==> src/rtl/core/assert_macros.svh <==
`ifndef ASSERT_MACROS_SVH
`define ASSERT_MACROS_SVH

// Check a property on every rising edge of clk_i outside reset.
`define ASSERT_CLK(label, prop, msg) \
  label: assert property (@(posedge clk_i) disable iff (!rst_ni) (prop)) else $error(msg);

// Check that a condition never holds on a rising edge of clk_i outside reset.
`define ASSERT_NEVER(label, cond, msg) \
  label: assert property (@(posedge clk_i) disable iff (!rst_ni) !(cond)) else $error(msg);

`endif

==> src/rtl/core/hst_pkg.sv <==
`default_nettype none
package hst_pkg;

  localparam int unsigned MAX_POINTS = 16;
  localparam int unsigned IDX_W      = $clog2(MAX_POINTS);
  localparam int unsigned CNT_W      = $clog2(MAX_POINTS + 1);

  localparam int unsigned MUL_AW = 64;
  localparam int unsigned MUL_BW = 34;
  localparam int unsigned MUL_PW = MUL_AW + MUL_BW;
  localparam int unsigned MUL_NW = 6;

  typedef struct packed {
    logic [31:0] pos;
    logic [31:0] val;
    logic [31:0] slope;
  } point_t;

  typedef enum logic [1:0] {
    MODE_SAMPLE = 2'd0,
    MODE_INSERT = 2'd1,
    MODE_REMOVE = 2'd2,
    MODE_NONE   = 2'd3
  } mode_e;

  localparam logic [1:0] ST_OK      = 2'd0;
  localparam logic [1:0] ST_FULL    = 2'd1;
  localparam logic [1:0] ST_BADSLOT = 2'd2;

  typedef enum logic [3:0] {
    S_IDLE,
    S_SCAN_RD,
    S_SCAN_CK,
    S_SH_RD,
    S_SH_WR,
    S_INS_WR,
    S_RM_RD,
    S_RM_WR,
    S_DIV,
    S_WGT,
    S_MUL_GO,
    S_MUL_WAIT
  } state_e;

  typedef enum logic [2:0] {
    MOP_EXT,
    MOP_F8,
    MOP_F9,
    MOP_FM,
    MOP_DY,
    MOP_MW
  } mop_e;

  typedef struct packed {
    logic              start;
    logic [MUL_AW-1:0] a;
    logic [MUL_BW-1:0] b;
    logic [MUL_NW-1:0] nb;
  } mul_req_t;

  function automatic logic [31:0] sat32(input logic signed [63:0] v);
    logic [31:0] r;
    if (v > 64'sd2147483647) begin
      r = 32'h7FFF_FFFF;
    end else if (v < -64'sd2147483648) begin
      r = 32'h8000_0000;
    end else begin
      r = v[31:0];
    end
    return r;
  endfunction

endpackage
`default_nettype wire

==> src/rtl/core/hst_mem.sv <==
`default_nettype none
module hst_mem import hst_pkg::*; (
  input  wire logic             clk_i,
  input  wire logic             we_i,
  input  wire logic [IDX_W-1:0] waddr_i,
  input  wire point_t           wdata_i,
  input  wire logic             re_i,
  input  wire logic [IDX_W-1:0] raddr_i,
  output point_t                rdata_o
);

  point_t mem_q [MAX_POINTS];
  point_t rdata_q;

  always_ff @(posedge clk_i) begin
    if (we_i) begin
      mem_q[waddr_i] <= wdata_i;
    end
    if (re_i) begin
      rdata_q <= mem_q[raddr_i];
    end
  end

  assign rdata_o = rdata_q;

endmodule
`default_nettype wire

==> config.mk <==
export PLATFORM = sky130hd
export DESIGN_NAME = hst_mem
export DESIGN_NICKNAME = d
export VERILOG_FILES = /design/src/rtl/core/assert_macros.svh /design/src/rtl/core/hst_pkg.sv /design/src/rtl/core/hst_mem.sv
export SDC_FILE = /design/constraint.sdc
export NUM_CORES = 1
export LEC_CHECK = 0
export BUFFER_PORTS_ARGS = -buffer_cell sky130_fd_sc_hd__buf_2
export CAP_MARGIN = 25
export CORE_ASPECT_RATIO = 0.9
export CORE_MARGIN = 3
export CORE_UTILIZATION = 37
export DETAILED_ROUTE_END_ITERATION = 7
export MAX_ROUTING_LAYER = met4
export PLACE_DENSITY = 0.52
export SETUP_SLACK_MARGIN = 0.3
export SYNTH_ARGS = -nofsm -noshare
export SYNTH_HDL_FRONTEND = slang
export SYNTH_SLANG_ARGS = --single-unit
==> constraint.sdc <==
create_clock -name clk_i -period 11.4 [get_ports clk_i]
set_input_delay 2.28 -clock clk_i [delete_from_list [all_inputs] [get_ports clk_i]]
set_output_delay 2.28 -clock clk_i [all_outputs]
set_load 0.02 [all_outputs]
### After elaboration in Yosys (flattened, before gate mapping)

Memory sizes are Yosys's and may differ from the RTL's. A register that Yosys moved wholly into a read port is not among the register bits.
Cells that the tools add are included.

* bits in registers: 0
* bits in writable memories: 1536
* logic and storage cells: 3
* memories kept: 1

* mux-type cells: 2

Memories
* mem_q: depth 16, width 96, rd ports 1, clocked after Yosys merged registers in 1, wr ports 1, RTL line hst_mem.sv:12 `point_t mem_q [MAX_POINTS];`

Operators with widths (count)
* two-way mux 1 bit: 2

### Depth between registers and ports, before layout

* depth after elaboration: 2
* gate-level depth with buffers: 6
* gate-level depth less buffers: 3

### Worst setup path before layout

OpenSTA, ideal clock, no wires.

* path kind: input port to flip-flop
* start point: input port waddr_i[2]
* end point: memory mem_q[0][0] in the netlist's numbering (enable)
* setup time: 0.670 ns
* arrival time: 9.288 ns
* slack: 1.442 ns
* cell stages on the path: 2
* buffers on the path: 0
* cell sequence: or3b_2 -> nor3_1

RTL lines
* start, declared: RTL line hst_mem.sv:5 `input wire logic [IDX_W-1:0] waddr_i,`
* end, declared: RTL line hst_mem.sv:12

No word-level cell before the write port.

==> metrics.txt <==
Pleak=~22 nW; synthesis-to-finish area growth=14.8%; via count=approximately 27000; final std cells w/o fill=between 4000 and 5000; kind of end point of the critical path=flop; final wirelength=146000 um; Psw=2.61 mW; core area=between 150000 and 200000 um^2; Yosys reg bits=between 1500 and 2000; first-pass GRT wire length=210000 um; Reg power frac=0.537; met3 wire len=6670 um; Syn Nets=~2600; GRT Total Usage=0.181; Initial Util=0.375; post-DR vias/cell=between 5 and 6; drt drc=0; Fill cells=~14000; Fin Setup TNS=0 ns; htree depth=4; drt first pass iters=5; antenna violations before repair=34; CTS Root Cell=clkbuf_16; hold crit path type=reg2reg; clock latency on the worst-skew pair=around 0.77 ns; Mapped Cells=between 2000 and 2500; placed cell count=~4700; Power Density=roughly 180 nW/um^2; number of DRC markers in iteration 0=about 2600; Final Critical Period=slightly below 5 ns; PortBufs=between 200 and 250; Peak VDD IR=about 0.12 mV; multi-input logic area=between 10000 and 15000 um^2; crit path max-delay cell type=buf_12; Num CTS Buffers=around 170; pin count of the biggest net entering global routing=roughly 160; Max Used Layer=met4; total internal power=between 10 and 15 mW; commonest cells after routing, fill and taps aside=edfxtp_1, mux4_2, buf_2; Worst Path Required=around 12 ns; grt ovf=0; fin crit share=0.428; Worst-Margin Slew=roughly 1.1 ns; critical path class=in2reg; CP delay by family, top=buffers and inverters; crit path buf inv count=3; Max stage delay on crit path=slightly below 0.8 ns; Avg WL per Cell=just under 30 um; hold-fix buffers at CTS=0; Setup violations, final=0; Avg Cell Area, Syn=between 20 and 25 um^2; Max Cap Viol=0; worst-path maximum fanout=between 100 and 150; Die Ht=between 300 and 400 um; met1 wire length=roughly 60000 um; data arrival time of the worst path=5.40 ns; Critical Path Most Common Cell=buf_12; Post-Syn Area=approximately 60000 um^2; hpwl dp=between 60000 and 70000 um; clock network power share=0.416; io pins=a little over 200; nets=2844; max_slew headroom=0.287; CP Launch Type=input pin; WL met2=about 76000 um; total die area=168000 um^2; most common cell after layout, fill and taps aside=edfxtp_1; Fmax=a little over 200 MHz; max-slew violation count=0; antenna-violating nets left=0; number of library cell types mapped by synthesis=17; Site Rows=around 140; # clock sinks=1632; Comb power frac=0.047; Clock transition at path regs=roughly 0.06 ns; die width=roughly 430 um; Post-CTS Setup Bufs=0; Synth warnings=0; sequential share of the synthesized area=0.812; vias in the first global route=28855; CP cell instances=buf_8 > buf_12 > buf_12 > mux4_2 > a22oi_1 > nand2_1; Final Hold Vio Count=0; GPL Wtd Cong=0.683; register area=between 40000 and 50000 um^2; Clock Skews=between 0.015 and 0.02 ns; outcome=complete, no violations; post-CTS resize count=0; Switching Share=0.206; share of layout cells above drive strength 1=0.303; clock tree from TritonCTS=yes; Clock Tree Buf Depth=3; RSZ-0062 raised after global routing=false
[sequential cells by signal, summed over array words and instances, names as in the netlist]
register / count
mem_q: 1536
rdata_o: 96
[synth_stat cells, drive strengths merged]
| library cell | n | area [um^2] |
|---|---|---|
| nand2b | 2 | 12.5 |
| nand3b | 2 | 15.0 |
| nand3 | 1 | 5.00 |
| or3b | 1 | 8.76 |
| clkbuf | 46 | 173 |
| and2 | 1 | 6.26 |
| buf | 83 | 554 |
| nor2b | 2 | 12.5 |
| mux4 | 384 | 8650 |
| nor3 | 4 | 20.0 |
| edfxtp | 1632 | 49000 |
| nand2 | 97 | 364 |
| nor2 | 13 | 48.8 |
| a22oi | 192 | 1440 |
[worst paths after layout]
check                                  start     endpoint  slack (ns)  cells after the start
worst max-delay path              raddr_i[0]  rdata_o[73]        6.52                      6
worst min-delay path            mem_q[7][93]  rdata_o[93]        0.74                      3
worst max register to register  mem_q[3][39]  rdata_o[39]        9.87                      3
worst min register to register  mem_q[7][93]  rdata_o[93]        0.74                      3
[cells by family after synthesis]
| kind of cell | Yosys count | synth area share |
|---|---|---|
| flip-flops | 1632 | 0.812 |
| multiplexers | 384 | 0.143 |
| AO/OA/AOI/OAI | 192 | 0.0239 |
| buffers and inverters | 129 | 0.0121 |
| AND/OR/NAND/NOR | 123 | 0.00817 |
[worst register-to-register path, stage by stage, from the launching register on]
cell,delay [ns]
edfxtp_1,0.35
mux4_2,0.47
a22oi_1,0.24
nand2_1,0.18
[through the flow]
step | hold slack [ns] | worst slack, ns | utilization | power [mW] | instance area [um^2]
3_5_place_dp | 0.730 | 5.53 | 0.398 | 7.55 | 63900
6_report | 0.738 | 6.52 | 0.431 | 12.7 | 69300
5_1_grt | 0.766 | 6.12 | 0.431 | 13.1 | 69200
2_1_floorplan | 0.710 | 1.44 | - | 7.28 | 60300
3_3_place_gp | 0.724 | 5.60 | 0.398 | 7.53 | 63900
4_1_cts | 0.737 | 6.40 | 0.431 | 12.8 | 69200
[power by group through the flow]
| stage | logic (mW) | registers (mW) | clock network, mW |
|---|---|---|---|
| after global routing | 0.649 | 6.82 | 5.65 |
| final | 0.597 | 6.81 | 5.28 |
| after detailed placement | 0.613 | 6.94 | 0 |
| after floorplan | 0.321 | 6.96 | 0 |
| after CTS | 0.614 | 6.81 | 5.41 |
| after global placement | 0.598 | 6.93 | 0 |
[layout make-up]
class,instances,area share
clock buffers,219,0.0653
diodes,13,0.000470
clock inverters,77,0.0109
multi-input cells,699,0.155
flip-flops and latches,1632,0.708
well taps,2115,0.0382
repair buffers,237,0.0227
[metal layers]
| layer | GRT usage | up-vias |
|---|---|---|
| met4 | 0.0486 | 0 |
| met5 | - | - |
| met1 | 0.226 | 14716 |
| met3 | 0.0304 | 249 |
| met2 | 0.305 | 764 |
| li1 | - | 11236 |
Note: power is estimated with default switching activity, not from simulation.
