--- config.mk ---
export PLATFORM = sky130hd
export DESIGN_NAME = hst_mul
export DESIGN_NICKNAME = d
export VERILOG_FILES = /design/src/rtl/core/assert_macros.svh /design/src/rtl/core/hst_pkg.sv /design/src/rtl/core/hst_mul.sv
export SDC_FILE = /design/constraint.sdc
export NUM_CORES = 1
export LEC_CHECK = 0
export ABC_AREA = 1
export BUFFER_PORTS_ARGS = -buffer_cell sky130_fd_sc_hd__buf_2
export CAP_MARGIN = 0
export CORE_MARGIN = 2
export CORE_UTILIZATION = 35
export CTS_CLUSTER_DIAMETER = 150
export DETAILED_ROUTE_END_ITERATION = 10
export SETUP_SLACK_MARGIN = 0.15
export SYNTH_ARGS = -nofsm -noshare
export SYNTH_HDL_FRONTEND = slang
export SYNTH_SLANG_ARGS = --single-unit
--- constraint.sdc ---
create_clock -name clk_i -period 3.66 [get_ports clk_i]
set_input_delay 0.366 -clock clk_i [delete_from_list [all_inputs] [get_ports clk_i]]
set_output_delay 0.366 -clock clk_i [all_outputs]
set_load 0.05 [all_outputs]
--- src/rtl/core/assert_macros.svh ---
`ifndef ASSERT_MACROS_SVH
`define ASSERT_MACROS_SVH

// Check a property on every rising edge of clk_i outside reset.
`define ASSERT_CLK(label, prop, msg) \
  label: assert property (@(posedge clk_i) disable iff (!rst_ni) (prop)) else $error(msg);

// Check that a condition never holds on a rising edge of clk_i outside reset.
`define ASSERT_NEVER(label, cond, msg) \
  label: assert property (@(posedge clk_i) disable iff (!rst_ni) !(cond)) else $error(msg);

`endif

--- src/rtl/core/hst_pkg.sv ---
`default_nettype none
package hst_pkg;

  localparam int unsigned MAX_POINTS = 16;
  localparam int unsigned IDX_W      = $clog2(MAX_POINTS);
  localparam int unsigned CNT_W      = $clog2(MAX_POINTS + 1);

  localparam int unsigned MUL_AW = 64;
  localparam int unsigned MUL_BW = 34;
  localparam int unsigned MUL_PW = MUL_AW + MUL_BW;
  localparam int unsigned MUL_NW = 6;

  typedef struct packed {
    logic [31:0] pos;
    logic [31:0] val;
    logic [31:0] slope;
  } point_t;

  typedef enum logic [1:0] {
    MODE_SAMPLE = 2'd0,
    MODE_INSERT = 2'd1,
    MODE_REMOVE = 2'd2,
    MODE_NONE   = 2'd3
  } mode_e;

  localparam logic [1:0] ST_OK      = 2'd0;
  localparam logic [1:0] ST_FULL    = 2'd1;
  localparam logic [1:0] ST_BADSLOT = 2'd2;

  typedef enum logic [3:0] {
    S_IDLE,
    S_SCAN_RD,
    S_SCAN_CK,
    S_SH_RD,
    S_SH_WR,
    S_INS_WR,
    S_RM_RD,
    S_RM_WR,
    S_DIV,
    S_WGT,
    S_MUL_GO,
    S_MUL_WAIT
  } state_e;

  typedef enum logic [2:0] {
    MOP_EXT,
    MOP_F8,
    MOP_F9,
    MOP_FM,
    MOP_DY,
    MOP_MW
  } mop_e;

  typedef struct packed {
    logic              start;
    logic [MUL_AW-1:0] a;
    logic [MUL_BW-1:0] b;
    logic [MUL_NW-1:0] nb;
  } mul_req_t;

  function automatic logic [31:0] sat32(input logic signed [63:0] v);
    logic [31:0] r;
    if (v > 64'sd2147483647) begin
      r = 32'h7FFF_FFFF;
    end else if (v < -64'sd2147483648) begin
      r = 32'h8000_0000;
    end else begin
      r = v[31:0];
    end
    return r;
  endfunction

endpackage
`default_nettype wire

--- src/rtl/core/hst_mul.sv ---
`default_nettype none
module hst_mul import hst_pkg::*; (
  input  wire logic              clk_i,
  input  wire logic              rst_ni,
  input  wire mul_req_t          req_i,
  output logic [MUL_PW-1:0]      prod_o,
  output logic                   done_o
);

  // Shift-add over the multiplier bits, low bit first; the top bit weighs negative.
  logic                     run_q, run_d;
  logic                     done_q, done_d;
  logic signed [MUL_PW-1:0] am_q, am_d;
  logic [MUL_BW-1:0]        bm_q, bm_d;
  logic signed [MUL_PW-1:0] acc_q, acc_d;
  logic [MUL_NW-1:0]        step_q, step_d;
  logic [MUL_NW-1:0]        nb_q, nb_d;
  logic signed [MUL_PW-1:0] addend;
  logic                     last;

  always_comb begin
    last   = (step_q == nb_q - MUL_NW'(1));
    addend = '0;
    if (bm_q[0]) begin
      addend = last ? -am_q : am_q;
    end
    run_d  = run_q;
    done_d = 1'b0;
    am_d   = am_q;
    bm_d   = bm_q;
    acc_d  = acc_q;
    step_d = step_q;
    nb_d   = nb_q;
    if (req_i.start) begin
      run_d  = 1'b1;
      am_d   = MUL_PW'($signed(req_i.a));
      bm_d   = req_i.b;
      acc_d  = '0;
      step_d = '0;
      nb_d   = req_i.nb;
    end else if (run_q) begin
      acc_d  = acc_q + addend;
      am_d   = am_q <<< 1;
      bm_d   = bm_q >> 1;
      step_d = step_q + MUL_NW'(1);
      if (last) begin
        run_d  = 1'b0;
        done_d = 1'b1;
      end
    end
  end

  always_ff @(posedge clk_i or negedge rst_ni) begin
    if (!rst_ni) begin
      run_q  <= 1'b0;
      done_q <= 1'b0;
    end else begin
      run_q  <= run_d;
      done_q <= done_d;
    end
  end

  always_ff @(posedge clk_i) begin
    am_q   <= am_d;
    bm_q   <= bm_d;
    acc_q  <= acc_d;
    step_q <= step_d;
    nb_q   <= nb_d;
  end

  assign prod_o = acc_q;
  assign done_o = done_q;

endmodule
`default_nettype wire
# == Yosys cells after proc, flatten, opt, wreduce, memory -nomap -nowiden ==
# Index checks and enable logic that the tools add are counted.
# Widths: inputs -> output; s select.
# op_classes
add_sub_neg,4
n_eq_ne,1
muxes,12
reduce_logical,1
# op_table
operator,count
$mux 98,4
$add 98x98->98,1
$neg 98->98,1
$mux 34,2
$add 6x1->6 const B,1
$eq 6x6->1,1
$mux 1,6
$sub 6x1->6 const B,1
$reduce_bool 2->1,1
# totals
register_bits,244
in_bits,107
out_inout_bits,99
elab_cells,25

# == Logic depth before layout (Yosys ltp) ==
# Gate-level depths: netlist (run 1).
# logic_depth
ltp_word,5
depth_mapped,33
mapped_depth_nobuf,32

# == Worst setup path before layout (run 1) ==
# OpenSTA, ideal clock, no wires.
# synth_timing
path_type,register to register
start,reg run_q
end,reg am_q[0] (enable)
setup_ns,0.484
t_arrival_ns,3.470
required_ns,3.176
slack_ns,-0.295
stages_incl_launch_ff,5
path_buffers,2
period_less_slack_ns,3.955
path_cell_list,dfrtp_1 > clkbuf_1 > nor2_1 > clkbuf_1 > inv_1
# synth_between
elab_chain_cells,1
# synth_lines
element,line_no,text
start: declaration,hst_mul.sv:11,"logic run_q, run_d;"
start signal: assignment,hst_mul.sv:58,run_q <= run_d;
$reduce_bool 2->1 (no source line),--,
end signal: assignment,hst_mul.sv:64,am_q <= am_d;
end: declaration,hst_mul.sv:13,"logic signed [MUL_PW-1:0] am_q, am_d;"
# Every way passes these cells.
# A chain may end at the register's enable or synchronous reset.

# == Worst setup path after layout (run 1) ==
# layout_timing
start,reg am_q[0]
end,reg acc_q[31] (netlist: prod_o[31])
# layout_between
elab_chain_cells,4
# layout_lines
element,line_no,text
$neg 98->98,hst_mul.sv:25,addend = last ? -am_q : am_q;
$mux 98 *,hst_mul.sv:25,
$mux 98 *,hst_mul.sv:24,if (bm_q[0]) begin
$add 98x98->98 *,hst_mul.sv:42,acc_d = acc_q + addend;
end signal: assignment,hst_mul.sv:66,acc_q <= acc_d;
end: declaration,hst_mul.sv:15,"logic signed [MUL_PW-1:0] acc_q, acc_d;"
# Every way passes the cells marked *; elsewhere a longest branch is shown, timed or not.

==> summary.txt, run 1 <==
Status
  • Status: complete, but fails checks
  • Failing checks: negative setup slack

Die
  • Core area: 60020 um2
  • Die X: 249.9 um
  • Rows: 90
  • Total die area: 62460 um2
  • Initial core utilization: 0.3527
  • Die Height: 249.9 um
  • # IOs: 206

Timing
  • Final hold viol count: 0
  • Fin Clk Skew: 0.04570 ns
  • Fin worst setup slack: -0.4276 ns
  • Hold_ws: 0.02752 ns
  • Fin crit share: 1.117
  • Rel. slew slack: 0.2802
  • Max Freq: 244.6 MHz
  • Unrepaired setup endpoints after global routing: true
  • Final worst path period need: 4.088 ns
  • Final Setup Violations: 78
  • Worst Max-Slew Pin Slew: 1.077 ns
  • Count of pins over their slew limit: 0

Critical path
  • Worst r2r dst: prod_o[31]
  • Reg2reg start: am_q[0]
  • Reg2reg path depth: 26
  • Crit path to: prod_o[31]
  • Arrival time worst endpoint: 4.62 ns
  • Req. time, crit path: 4.19 ns
  • Setup crit start kind: flip-flop
  • Origin of the worst setup path: am_q[0]
  • Max FO, Critical Path: 4
  • CP endpoint kind: flip-flop
  • FF-to-FF setup slack: -0.43 ns
  • Kind of critical path: reg2reg

Global route
  • Total track usage: 0.3276
  • Grt ovf: 0
  • Met3 Usage GRT: 0.03671
  • Grt met1 use: 0.4586
  • Largest net degree at the start of global routing: 110
  • First-pass GRT wire length: 156300 um
  • Vias in the first global route: 26220
  • GR Layer Usage met2: 0.5257
  • Antenna violations before repair: 1
  • GR peak layer: met2

Logic synthesis
  • Post-Syn Instances: 3417
  • Area share of the largest cell type after synthesis: 0.1958
  • Most used DFF post-synth: edfxtp_1
  • Sequential-to-total area share from yosys stat: 0.2965
  • Post-synth ARST share: 0.008197
  • Yosys reg bits: 244
  • Synth area leaders: edfxtp_1 (20%), nand2_1 (14%), nor2_1 (10%)
  • Post-synth cell types: 53
  • Post-Syn Nets: 3625
  • Cell taking the most area after synthesis: edfxtp_1
  • Most numerous cell in the Yosys netlist: nand2_1
  • Top cells by count, synth: nand2_1 (781), nor2_1 (588), inv_1 (509), o21ai_0 (351), a21oi_1 (264)
  • Syn_area_per_cell: 6.194 um2
  • Synth Cell Area: 21170 um2
  • EDFF count, synth: 138
  • Synth warnings: 0

Final layout
  • Final net count: 4706
  • Layout area overhead: 69.79%
  • Final Cell Area: 35940 um2
  • Fin util: 0.5988
  • Layout cell share with drive strength beyond 1: 0.4621
  • # diodes: 0

CTS
  • H-tree lvl count: 1
  • Clock Path Buffers: 3
  • TritonCTS Sinks: 244
  • CTS Buf Count: 31
  • Clock latency on the worst-skew pair: 0.65 ns
  • CTS root buffer: clkbuf_16
  • Clk slew on worst S/H paths: 0.06 ns
  • TritonCTS clock tree: yes

Routing
  • WL final: 106800 um
  • DR iter-0 viols: 2473
  • DR WL/cell: 20.13 um
  • Detailed-route DRC error count: 0
  • Remaining antenna violation count: 0
  • 1st-pass router iterations: 6
  • Vias: 27520
  • Via density: 5.189

Placed design
  • Hpwl dp: 82270 um
  • IO Port Bufs: 205
  • Placer congestion estimate: 1.046
  • Post-DP Area: 29060 um2

Power and ir drop
  • Power per cell area: 373.5 nW/um2
  • Leakage: 16.63 nW
  • Peak supply drop: 0.4595 mV

Min path
  • Hold Path Class: in2reg

Job
  • Max Cap Viol: 0
## metal layers
metal	vias to the layer above	part of all wire
met4	0	0.046
met2	1041	0.44
met5	-	0
met3	212	0.075
met1	12890	0.44
li1	13380	-
## kinds of logic (layout without fill, tap and decap cells)
logic type,Yosys count,in the layout,share of synthesized area
xor gates and xnor gates,45,45,0.01862
adders and majority gates,101,101,0.06006
DFF,244,244,0.2965
AOI/OAI and AO/OA,727,727,0.1839
buffers and inverters,599,1703,0.1083
and+or+nand+nor,1701,1701,0.3326
## through the flow
stage               total power, mW  setup TNS (ns)  cells  worst slack (ns)
floorplan                     6.261               0   3417            0.1389
global placement              8.837          -35.44   5127           -0.7535
detailed placement            8.856          -38.95   5127           -0.8329
CTS                           12.82          -18.21   5245           -0.3797
global route                  13.98          -38.59   5303           -0.6844
finish                        13.42          -20.56   5303           -0.4276
## repair_timing
action	CTS	global route
endpoints found under the setup margin	88	92
buffers inserted	45	57
gates cloned	5	1
resized for setup	810	509
hold buffers	12	0
hold endpoints to repair	13	0
pin swaps	135	209
## where the power goes
group / leakage (nW) / switching [mW] / internal [mW]
sequential: 2.39 / 0.489 / 3.31
clock: 0.487 / 1.39 / 1.78
combinational: 13.8 / 3.76 / 2.70
total: 16.6 / 5.64 / 7.78
## sequential cells by signal, summed over array words and instances, names as in the netlist
register	flops
run_q	1
done_o	1
step_q	6
bm_q	34
am_q	98
nb_q	6
prod_o	98
## critical path: stages (launching register included)
cell	delay, ns
edfxtp_1	0.41
inv_2	0.11
ha_4	0.15
nand2_4	0.05
nor2_4	0.13
nand2_4	0.08
nor2_4	0.12
buf_4	0.13
nand4_4	0.11
buf_4	0.19
o31ai_4	0.23
o21ai_2	0.11
a21oi_2	0.18
buf_6	0.15
ha_4	0.23
a21oi_4	0.21
o21ai_4	0.10
buf_6	0.12
a21o_1	0.19
a21oi_2	0.18
nand2_4	0.13
buf_4	0.16
buf_6	0.11
buf_4	0.12
xor2_1	0.14
o21ai_1	0.11
inv_1	0.05
## layout make-up
| type | count | area, um2 |
|---|---|---|
| sequential | 244 | 6280 |
| multi-input combinational | 2574 | 17160 |
| timing repair buffer | 1129 | 8538 |
| inverter | 518 | 1974 |
| fill | 5584 | 24080 |
| clock inverter | 15 | 152.6 |
| tap | 782 | 978.4 |
| clock buffer | 41 | 853.3 |
## placed cells by master (no fill, tap or decap), drive strengths merged, types with 2 or more instances in the layout
cell,Yosys,final
a21o,8,8
a211oi,4,4
clkbuf,65,43
nor2,604,604
a21oi,269,269
dfrtp,2,2
o211ai,3,3
edfxtp,138,138
o21bai,18,18
xor2,32,32
buf,16,1114
inv,518,517
or2,3,3
nand4,55,55
ha,100,100
nor4,13,13
nor3,67,67
nand3,154,154
clkinvlp,0,5
o221ai,7,7
o21ai,383,383
dlygate4sd3,0,12
bufinv,0,2
a31oi,16,16
nand2,790,790
clkinv,0,9
o21a,7,7
nor3b,2,2
a32o,3,3
and2,2,2
nand3b,9,9
a22o,3,3
dfxtp,104,104
a21boi,3,3
xnor2,13,13
and3,2,2
## worst min path at each step
stage / startpoint / slack (ns) / end / depth (start not counted)
5_1_grt: req_i[14] / 0.03 / bm_q[8] / 3
6_report: req_i[29] / 0.03 / bm_q[23] / 3
3_3_place_gp: rst_ni / 0.21 / run_q / 1
3_5_place_dp: rst_ni / 0.21 / run_q / 1
2_1_floorplan: rst_ni / 0.07 / done_o / 0
4_1_cts: req_i[24] / 0.002 / bm_q[18] / 3
(Power assumes the default switching activity.)
==> run 2, diff against run 1 <==
Settings changed: ABC_AREA 1 to not set, CORE_ASPECT_RATIO set to 1.25.
==> run 2 against run 1 <==
  * The flow still finishes with violations (negative setup slack)
  * Synthesized cell count down 41%
  * Via count fell by 32%
  * Global-route usage decreased by 8.1 points
  * Area after synthesis decreased by 15%
  * First-iteration DRC count decreased by 64%
  * Total power rose by 29%
  * Sequential share of layout area is 3.8 points higher
  * Combinational power grew 55%
  * Clock power is essentially flat
  * Wire length is 36% lower
  * Sequential cell count unchanged
  * Critical path type unchanged
  * Highest routed layer unchanged
==> summary.txt, run 2 <==
Global route
  • Largest net degree at the start of global routing: 109 (-0.91%)
  • First-pass GRT wire length: 103700 um (-34%)
  • Total track usage: 0.2463 (-0.08131)
  • Grt ovf: 0 (unchanged)
  • Vias in the first global route: 19220 (-27%)
  • Antenna violations before repair: 0 (-1)

Routing
  • DR iter-0 viols: 882 (-64%)
  • DR WL/cell: 19.00 um (-5.7%)
  • 1st-pass router iterations: 6 (unchanged)
  • WL final: 67810 um (-36%)
  • Remaining antenna violation count: 0 (unchanged)
  • Detailed-route DRC error count: 0 (unchanged)
  • Vias: 18730 (-32%)
  • Via density: 5.246 (+1.1%)

Power and ir drop
  • Combinational Power Share: 0.579 (+0.098)
  • Clock power share: 0.182 (-0.054)
  • Internal: 9.980 mW (+28%)
  • Reg power frac: 0.239 (-0.044)
  • Switch share: 0.4236 (+0.003402)
  • Power per cell area: 587.1 nW/um2 (+57%)
  • Leakage: 13.16 nW (-21%)
  • Peak supply drop: 0.4497 mV (-2.1%)
  • Net switching power: 7.334 mW (+30%)

Timing
  • Fin Clk Skew: 0.02115 ns (-0.02455 ns)
  • Final hold viol count: 0 (unchanged)
  • Fin worst setup slack: -1.890 ns (-1.462 ns)
  • Max Freq: 180.2 MHz (-26%)
  • Hold_ws: 0.07926 ns (+0.05174 ns)
  • Rel. slew slack: 0.3317 (+0.05150)
  • Fin crit share: 1.516 (+0.3995)
  • Count of pins over their slew limit: 0 (unchanged)
  • Setup TNS: -112.68 ns (-92.12 ns)
  • Unrepaired setup endpoints after global routing: true
  • Worst Max-Slew Pin Slew: 0.9980 ns (-0.07916 ns)
  • Final worst path period need: 5.550 ns (+1.462 ns)
  • Final Setup Violations: 89 (+14%)

Final layout
  • Final Cell Area: 29490 um2 (-18%)
  • Fill cell count: 4251 (-24%)
  • Layout cell share with drive strength beyond 1: 0.5209 (+0.05888)
  • Commonest non-fill, non-tap cell in the layout: buf_4
  • Final net count: 3097 (-34%)
  • # diodes: 0 (unchanged)
  • Register area: 6280 um2 (unchanged)
  • Multi-input gate area: 14080 um2 (-18%)
  • Highest-count cells in the layout ignoring fill and taps: buf_4 (612), buf_2 (204), edfxtp_1 (138)
  • Layout area overhead: 64.42%

Logic synthesis
  • Synth area leaders: edfxtp_1 (23%), dfxtp_1 (12%), ha_1 (7.0%)
  • Area share of the largest cell type after synthesis: 0.2310 (+0.03525)
  • Post-Syn Nets: 2231 (-38%)
  • EDFF count, synth: 138 (unchanged)
  • Syn_area_per_cell: 8.867 um2 (+43%)
  • Post-synth cell types: 72 (+36%)
  • Yosys reg bits: 244 (unchanged)
  • Top cells by count, synth: o21ai_0 (172), nand2_1 (165), a21oi_1 (163), nor2_1 (160), edfxtp_1 (138)
  • Most numerous cell in the Yosys netlist: o21ai_0
  • Synth warnings: 0 (unchanged)
  • Post-Syn Instances: 2023 (-41%)
  • Sequential-to-total area share from yosys stat: 0.3499 (+0.05338)
  • Synth Cell Area: 17940 um2 (-15%)
  • Cell taking the most area after synthesis: edfxtp_1
  • Most used DFF post-synth: edfxtp_1
  • Post-synth ARST share: 0.008197 (unchanged)

Critical path
  • Req. time, crit path: 4.13 ns (-0.06 ns)
  • Critical path cell sequence: buf_6, or4_4, nor3_4, nand4_1, or2_4, buf_6, buf_6, o41ai_4, xnor2_1, and2_1, ha_1, buf_4, o21ai_0, nor2_2, o311a_1, a21o_1, o21ai_1, and3_4, a31oi_4, a41oi_4, buf_6, a21oi_2, or3_1, a32o_1
  • Setup crit start kind: flip-flop
  • CP peak stage delay: 0.53 ns (+0.12 ns)
  • Kind of critical path: reg2reg
  • CP endpoint kind: flip-flop
  • Critical path's most frequent cell: buf_6
  • Max FO, Critical Path: 4 (unchanged)
  • Slowest cell on the critical path: or4_4
  • Arrival time worst endpoint: 6.02 ns (+1.40 ns)

CTS
  • H-tree lvl count: 1 (unchanged)
  • Clock latency on the worst-skew pair: 0.58 ns (-0.07 ns)
  • CTS Buf Count: 29 (-6.5%)
  • Clk slew on worst S/H paths: 0.06 ns (about the same)
  • TritonCTS clock tree: yes
  • Clock Path Buffers: 3 (unchanged)
  • CTS root buffer: clkbuf_16
  • TritonCTS Sinks: 244 (unchanged)

Die
  • Rows: 92 (+2.2%)
  • Die Height: 257.1 um (+2.9%)
  • Initial core utilization: 0.3550 (+0.002299)
  • Total die area: 53090 um2 (-15%)
  • Die X: 206.5 um (-17%)
  • # IOs: 206 (unchanged)
  • Core area: 50530 um2 (-16%)

Min path
  • Hold Path Class: in2reg

Status
  • Status: complete, but fails checks
  • Failing checks: negative setup slack

Placed design
  • IO Port Bufs: 205 (unchanged)
  • Placer congestion estimate: 0.9434 (-9.8%)
  • Hpwl dp: 50070 um (-39%)
  • Setup Slack @ Placement: -2.186 ns (-1.353 ns)
  • Post-DP Area: 24530 um2 (-16%)

Job
  • Max Cap Viol: 0 (unchanged)
## run 2: critical path: cells and delay by family, from the launching register on
| family | cells | cell delay (ns) |
|---|---|---|
| XOR/XNOR | 1 | 0.11 |
| adder cells (fa/ha/maj) | 1 | 0.28 |
| buffers and inverters | 5 | 0.70 |
| AO/OA/AOI/OAI | 9 | 1.74 |
| flip-flops | 1 | 0.43 |
| AND/OR/NAND/NOR | 8 | 2.17 |
## run 2: timing repair
action / 4_1_cts / 5_1_grt
resized for setup: 455 / 202
hold endpoints to repair: 8 / 0
buffers inserted: 72 / 37
gates cloned: 2 / 0
hold buffers: 7 / 0
setup endpoints to repair: 92 / 94
pin swaps: 192 / 105
## run 2: layer usage
metal	up-vias	GRT usage	wire length, um
met4	0	0.08036	2461
met5	-	0	0
met3	125	0.02216	2770
met1	9062	0.2953	27340
li1	9104	-	-
met2	437	0.4555	35240
## run 2: power groups by stage
stage | registers, mW | logic [mW] | clock network, mW
global placement | 4.09 | 8.10 | 0
detailed placement | 4.11 | 8.21 | 0
finish | 4.14 | 10.0 | 3.15
global route | 4.21 | 10.7 | 3.31
floorplan | 5.30 | 3.50 | 0
CTS | 4.10 | 9.32 | 3.22
## run 2: worst paths after layout
| check | start | end | slack [ns] | cells past startpoint |
|---|---|---|---|---|
| worst max-delay path | am_q[1] | prod_o[89] | -1.89 | 24 |
| worst min-delay path | req_i[40] | am_q[0] | 0.08 | 2 |
| worst max register to register | am_q[1] | prod_o[89] | -1.89 | 24 |
| worst min register to register | prod_o[60] | prod_o[60] | 0.48 | 2 |
| max in group asynchronous | rst_ni | run_q | 3.45 | 2 |
| min in group asynchronous | rst_ni | run_q | 0.10 | 2 |
## run 2: cell families (layout without fill, tap and decap cells)
family	Yosys count	count (layout)	share of synthesized area
XOR/XNOR	183	183	0.08936
adder cells (fa/ha/maj)	101	101	0.07087
multiplexers	150	150	0.09026
flip-flops	244	244	0.3499
AND/OR/NAND/NOR	622	622	0.1744
AO/OA/AOI/OAI	559	559	0.1908
buffers and inverters	164	1053	0.03439
## run 2: layout make-up
cell class                 instances  area share
clock buffer                      44     0.02932
timing repair buffer             933      0.2381
multi-input combinational       1615      0.4776
inverter                          66    0.008824
tap                              658     0.02792
clock inverter                    10    0.005346
sequential                       244      0.2129
## run 2: through the flow
stage / power, mW / utilization / cells
floorplan: 8.809 / - / 2023
global placement: 12.19 / 0.4855 / 3398
detailed placement: 12.32 / 0.4855 / 3398
CTS: 16.64 / 0.5587 / 3533
global route: 18.20 / 0.5836 / 3570
finish: 17.31 / 0.5836 / 3570
==> run 3, diff against run 2 <==
Settings changed: ABC_AREA set to 1.
==> run 3 against run 2 <==
  * The run still ends with negative setup slack left
  * Utilization is 2.0 points lower
  * Combinational power is 40% lower
  * Global-route usage is 6.2 points higher
  * Clock-buffer cell count is 11 lower
  * Critical path depth is 7 higher
  * Clock skew is 0.013 ns higher
  * Register-to-register slack better by 1.5 ns
  * Cell area is 14% higher
==> summary.txt, run 3 (synthesized netlist as in run 1, its figures left out) <==
Timing
  • Count of pins over their slew limit: 0 (unchanged)
  • Final Setup Violations: 80 (-10%)
  • Fin worst setup slack: -0.4170 ns (+1.473 ns)
  • Final hold viol count: 0 (unchanged)
  • Rel. slew slack: 0.1735 (-0.1581)
  • Unrepaired setup endpoints after global routing: true
  • Final worst path period need: 4.077 ns (-1.473 ns)
  • Fin crit share: 1.114 (-0.4024)
  • Fin Clk Skew: 0.03434 ns (+0.01319 ns)
  • Worst Max-Slew Pin Slew: 1.235 ns (+0.2371 ns)
  • Max Freq: 245.3 MHz (+36%)

Placed design
  • Placer congestion estimate: 1.025 (+8.6%)
  • Setup Slack @ Placement: -0.7689 ns (+1.417 ns)
  • Hpwl dp: 80840 um (+61%)
  • IO Port Bufs: 205 (unchanged)

Min path
  • Hold Path Class: in2reg
  • Worst hold stages: 3 (+1)
  • Hold Crit Start: req_i[19]
  • Hold path endpoint: bm_q[13]

Final layout
  • Highest-count cells in the layout ignoring fill and taps: buf_4 (783), nand2_1 (663), inv_1 (440)
  • Commonest non-fill, non-tap cell in the layout: buf_4
  • # diodes: 0 (unchanged)
  • Fin util: 0.5640 (-0.01959)
  • Layout cell share with drive strength beyond 1: 0.4113 (-0.1097)
  • Layout area overhead: 59.04%
  • Final net count: 4606 (+49%)

Die
  • # IOs: 206 (unchanged)
  • Die Height: 278.9 um (+8.5%)
  • Die X: 224.0 um (+8.5%)
  • Total die area: 62470 um2 (+18%)
  • Rows: 100 (+8.7%)
  • Initial core utilization: 0.3547 (about the same)
  • Core area: 59680 um2 (+18%)

Critical path
  • Slowest cell on the critical path: edfxtp_1
  • Setup crit start kind: flip-flop
  • Max FO, Critical Path: 15 (+11)
  • Reg2reg path depth: 31 (+29%)
  • CP peak stage delay: 0.39 ns (-0.14 ns)
  • Reg2reg start: nb_q[0]
  • CP endpoint kind: flip-flop
  • Kind of critical path: reg2reg
  • Worst r2r dst: prod_o[79]
  • Req. time, crit path: 4.18 ns (+0.05 ns)
  • Arrival time worst endpoint: 4.60 ns (-1.42 ns)
  • FF-to-FF setup slack: -0.42 ns (+1.47 ns)
  • Critical path's most frequent cell: nand2_1

Global route
  • Vias in the first global route: 24730 (+29%)
  • Total track usage: 0.3082 (+0.06191)
  • Largest net degree at the start of global routing: 166 (+52%)
  • Grt ovf: 0 (unchanged)
  • Antenna violations before repair: 1 (+1)
  • First-pass GRT wire length: 145300 um (+40%)

Power and ir drop
  • Peak supply drop: 0.4129 mV (-8.2%)
  • Leakage: 15.69 nW (+19%)
  • Power per cell area: 384.4 nW/um2 (-35%)

Status
  • Failing checks: negative setup slack
  • Status: complete, but fails checks

Job
  • Max Cap Viol: 0 (unchanged)

CTS
  • TritonCTS Sinks: 244 (unchanged)
  • CTS root buffer: clkbuf_16
  • TritonCTS clock tree: yes
  • Clk slew on worst S/H paths: 0.07 ns (about the same)
  • Clock latency on the worst-skew pair: 0.63 ns (+0.05 ns)
  • Clock Path Buffers: 3 (unchanged)
  • CTS Buf Count: 29 (unchanged)
  • H-tree lvl count: 1 (unchanged)

Routing
  • Detailed-route DRC error count: 0 (unchanged)
  • Vias: 26670 (+42%)
  • Remaining antenna violation count: 0 (unchanged)
  • WL final: 102900 um (+52%)
  • 1st-pass router iterations: 6 (unchanged)
  • DR WL/cell: 19.85 um (+4.5%)
  • DR iter-0 viols: 2233 (+150%)
  • Via density: 5.146 (-1.9%)
## run 3: stage by stage
stage	power [mW]	instances	instance area [um2]	hold WS, ns	TNS [ns]
2_1_floorplan	6.261	3417	21200	0.07041	0
3_3_place_gp	8.775	5057	28600	0.1625	-35.30
3_5_place_dp	8.800	5057	28600	0.1672	-38.56
4_1_cts	12.27	5139	31020	0.004840	-25.24
5_1_grt	13.48	5183	33660	0.02654	-38.37
6_report	12.94	5183	33660	0.03534	-20.05
## run 3: area by class of cell
cell class,count,area (um2)
fillers,5820,26020
clock buffers,33,740.7
clock inverters,18,239.0
inverters,518,1961
repair buffers,1031,7581
multi-input cells,2574,15900
well taps,765,957.2
flip-flops and latches,244,6280
## run 3: worst max-delay path, delay by kind of cell (launching register included)
kind	cells	cell delay, ns
adder cells (fa/ha/maj)	1	0.29
AO/OA/AOI/OAI	1	0.08
buffers and inverters	10	1.26
AND/OR/NAND/NOR	19	1.97
flip-flops	1	0.39
## run 3: what timing repair did
item	CTS	global route
buffers inserted	22	39
hold buffers	8	0
cloned	1	5
setup endpoints to repair	90	93
endpoints found under the hold margin	9	0
pin swaps	36	123
gates resized for setup	349	660
## run 3: how the worst max path moves through the flow
stage               startpoint    endpoint  slack, ns
finish                 nb_q[0]  prod_o[79]      -0.42
global route           am_q[1]  prod_o[94]      -0.65
CTS                    nb_q[1]  prod_o[94]      -0.42
detailed placement     am_q[1]  prod_o[75]      -0.77
global placement       nb_q[1]  prod_o[81]      -0.75
floorplan              nb_q[0]  prod_o[39]       0.14
## run 3: layer usage
| metal | global-route usage | vias up | part of all wire |
|---|---|---|---|
| met5 | 0 | - | 0 |
| met1 | 0.3730 | 12350 | 0.40 |
| met3 | 0.02841 | 254 | 0.056 |
| met2 | 0.5342 | 946 | 0.48 |
| met4 | 0.1761 | 0 | 0.064 |
| li1 | - | 13130 | - |
## run 3: report_power, final
part	total [mW]	leakage, nW	internal, mW	switching [mW]
combinational	5.97	12.8	2.41	3.56
sequential	3.82	2.39	3.31	0.513
clock	3.15	0.476	1.81	1.35
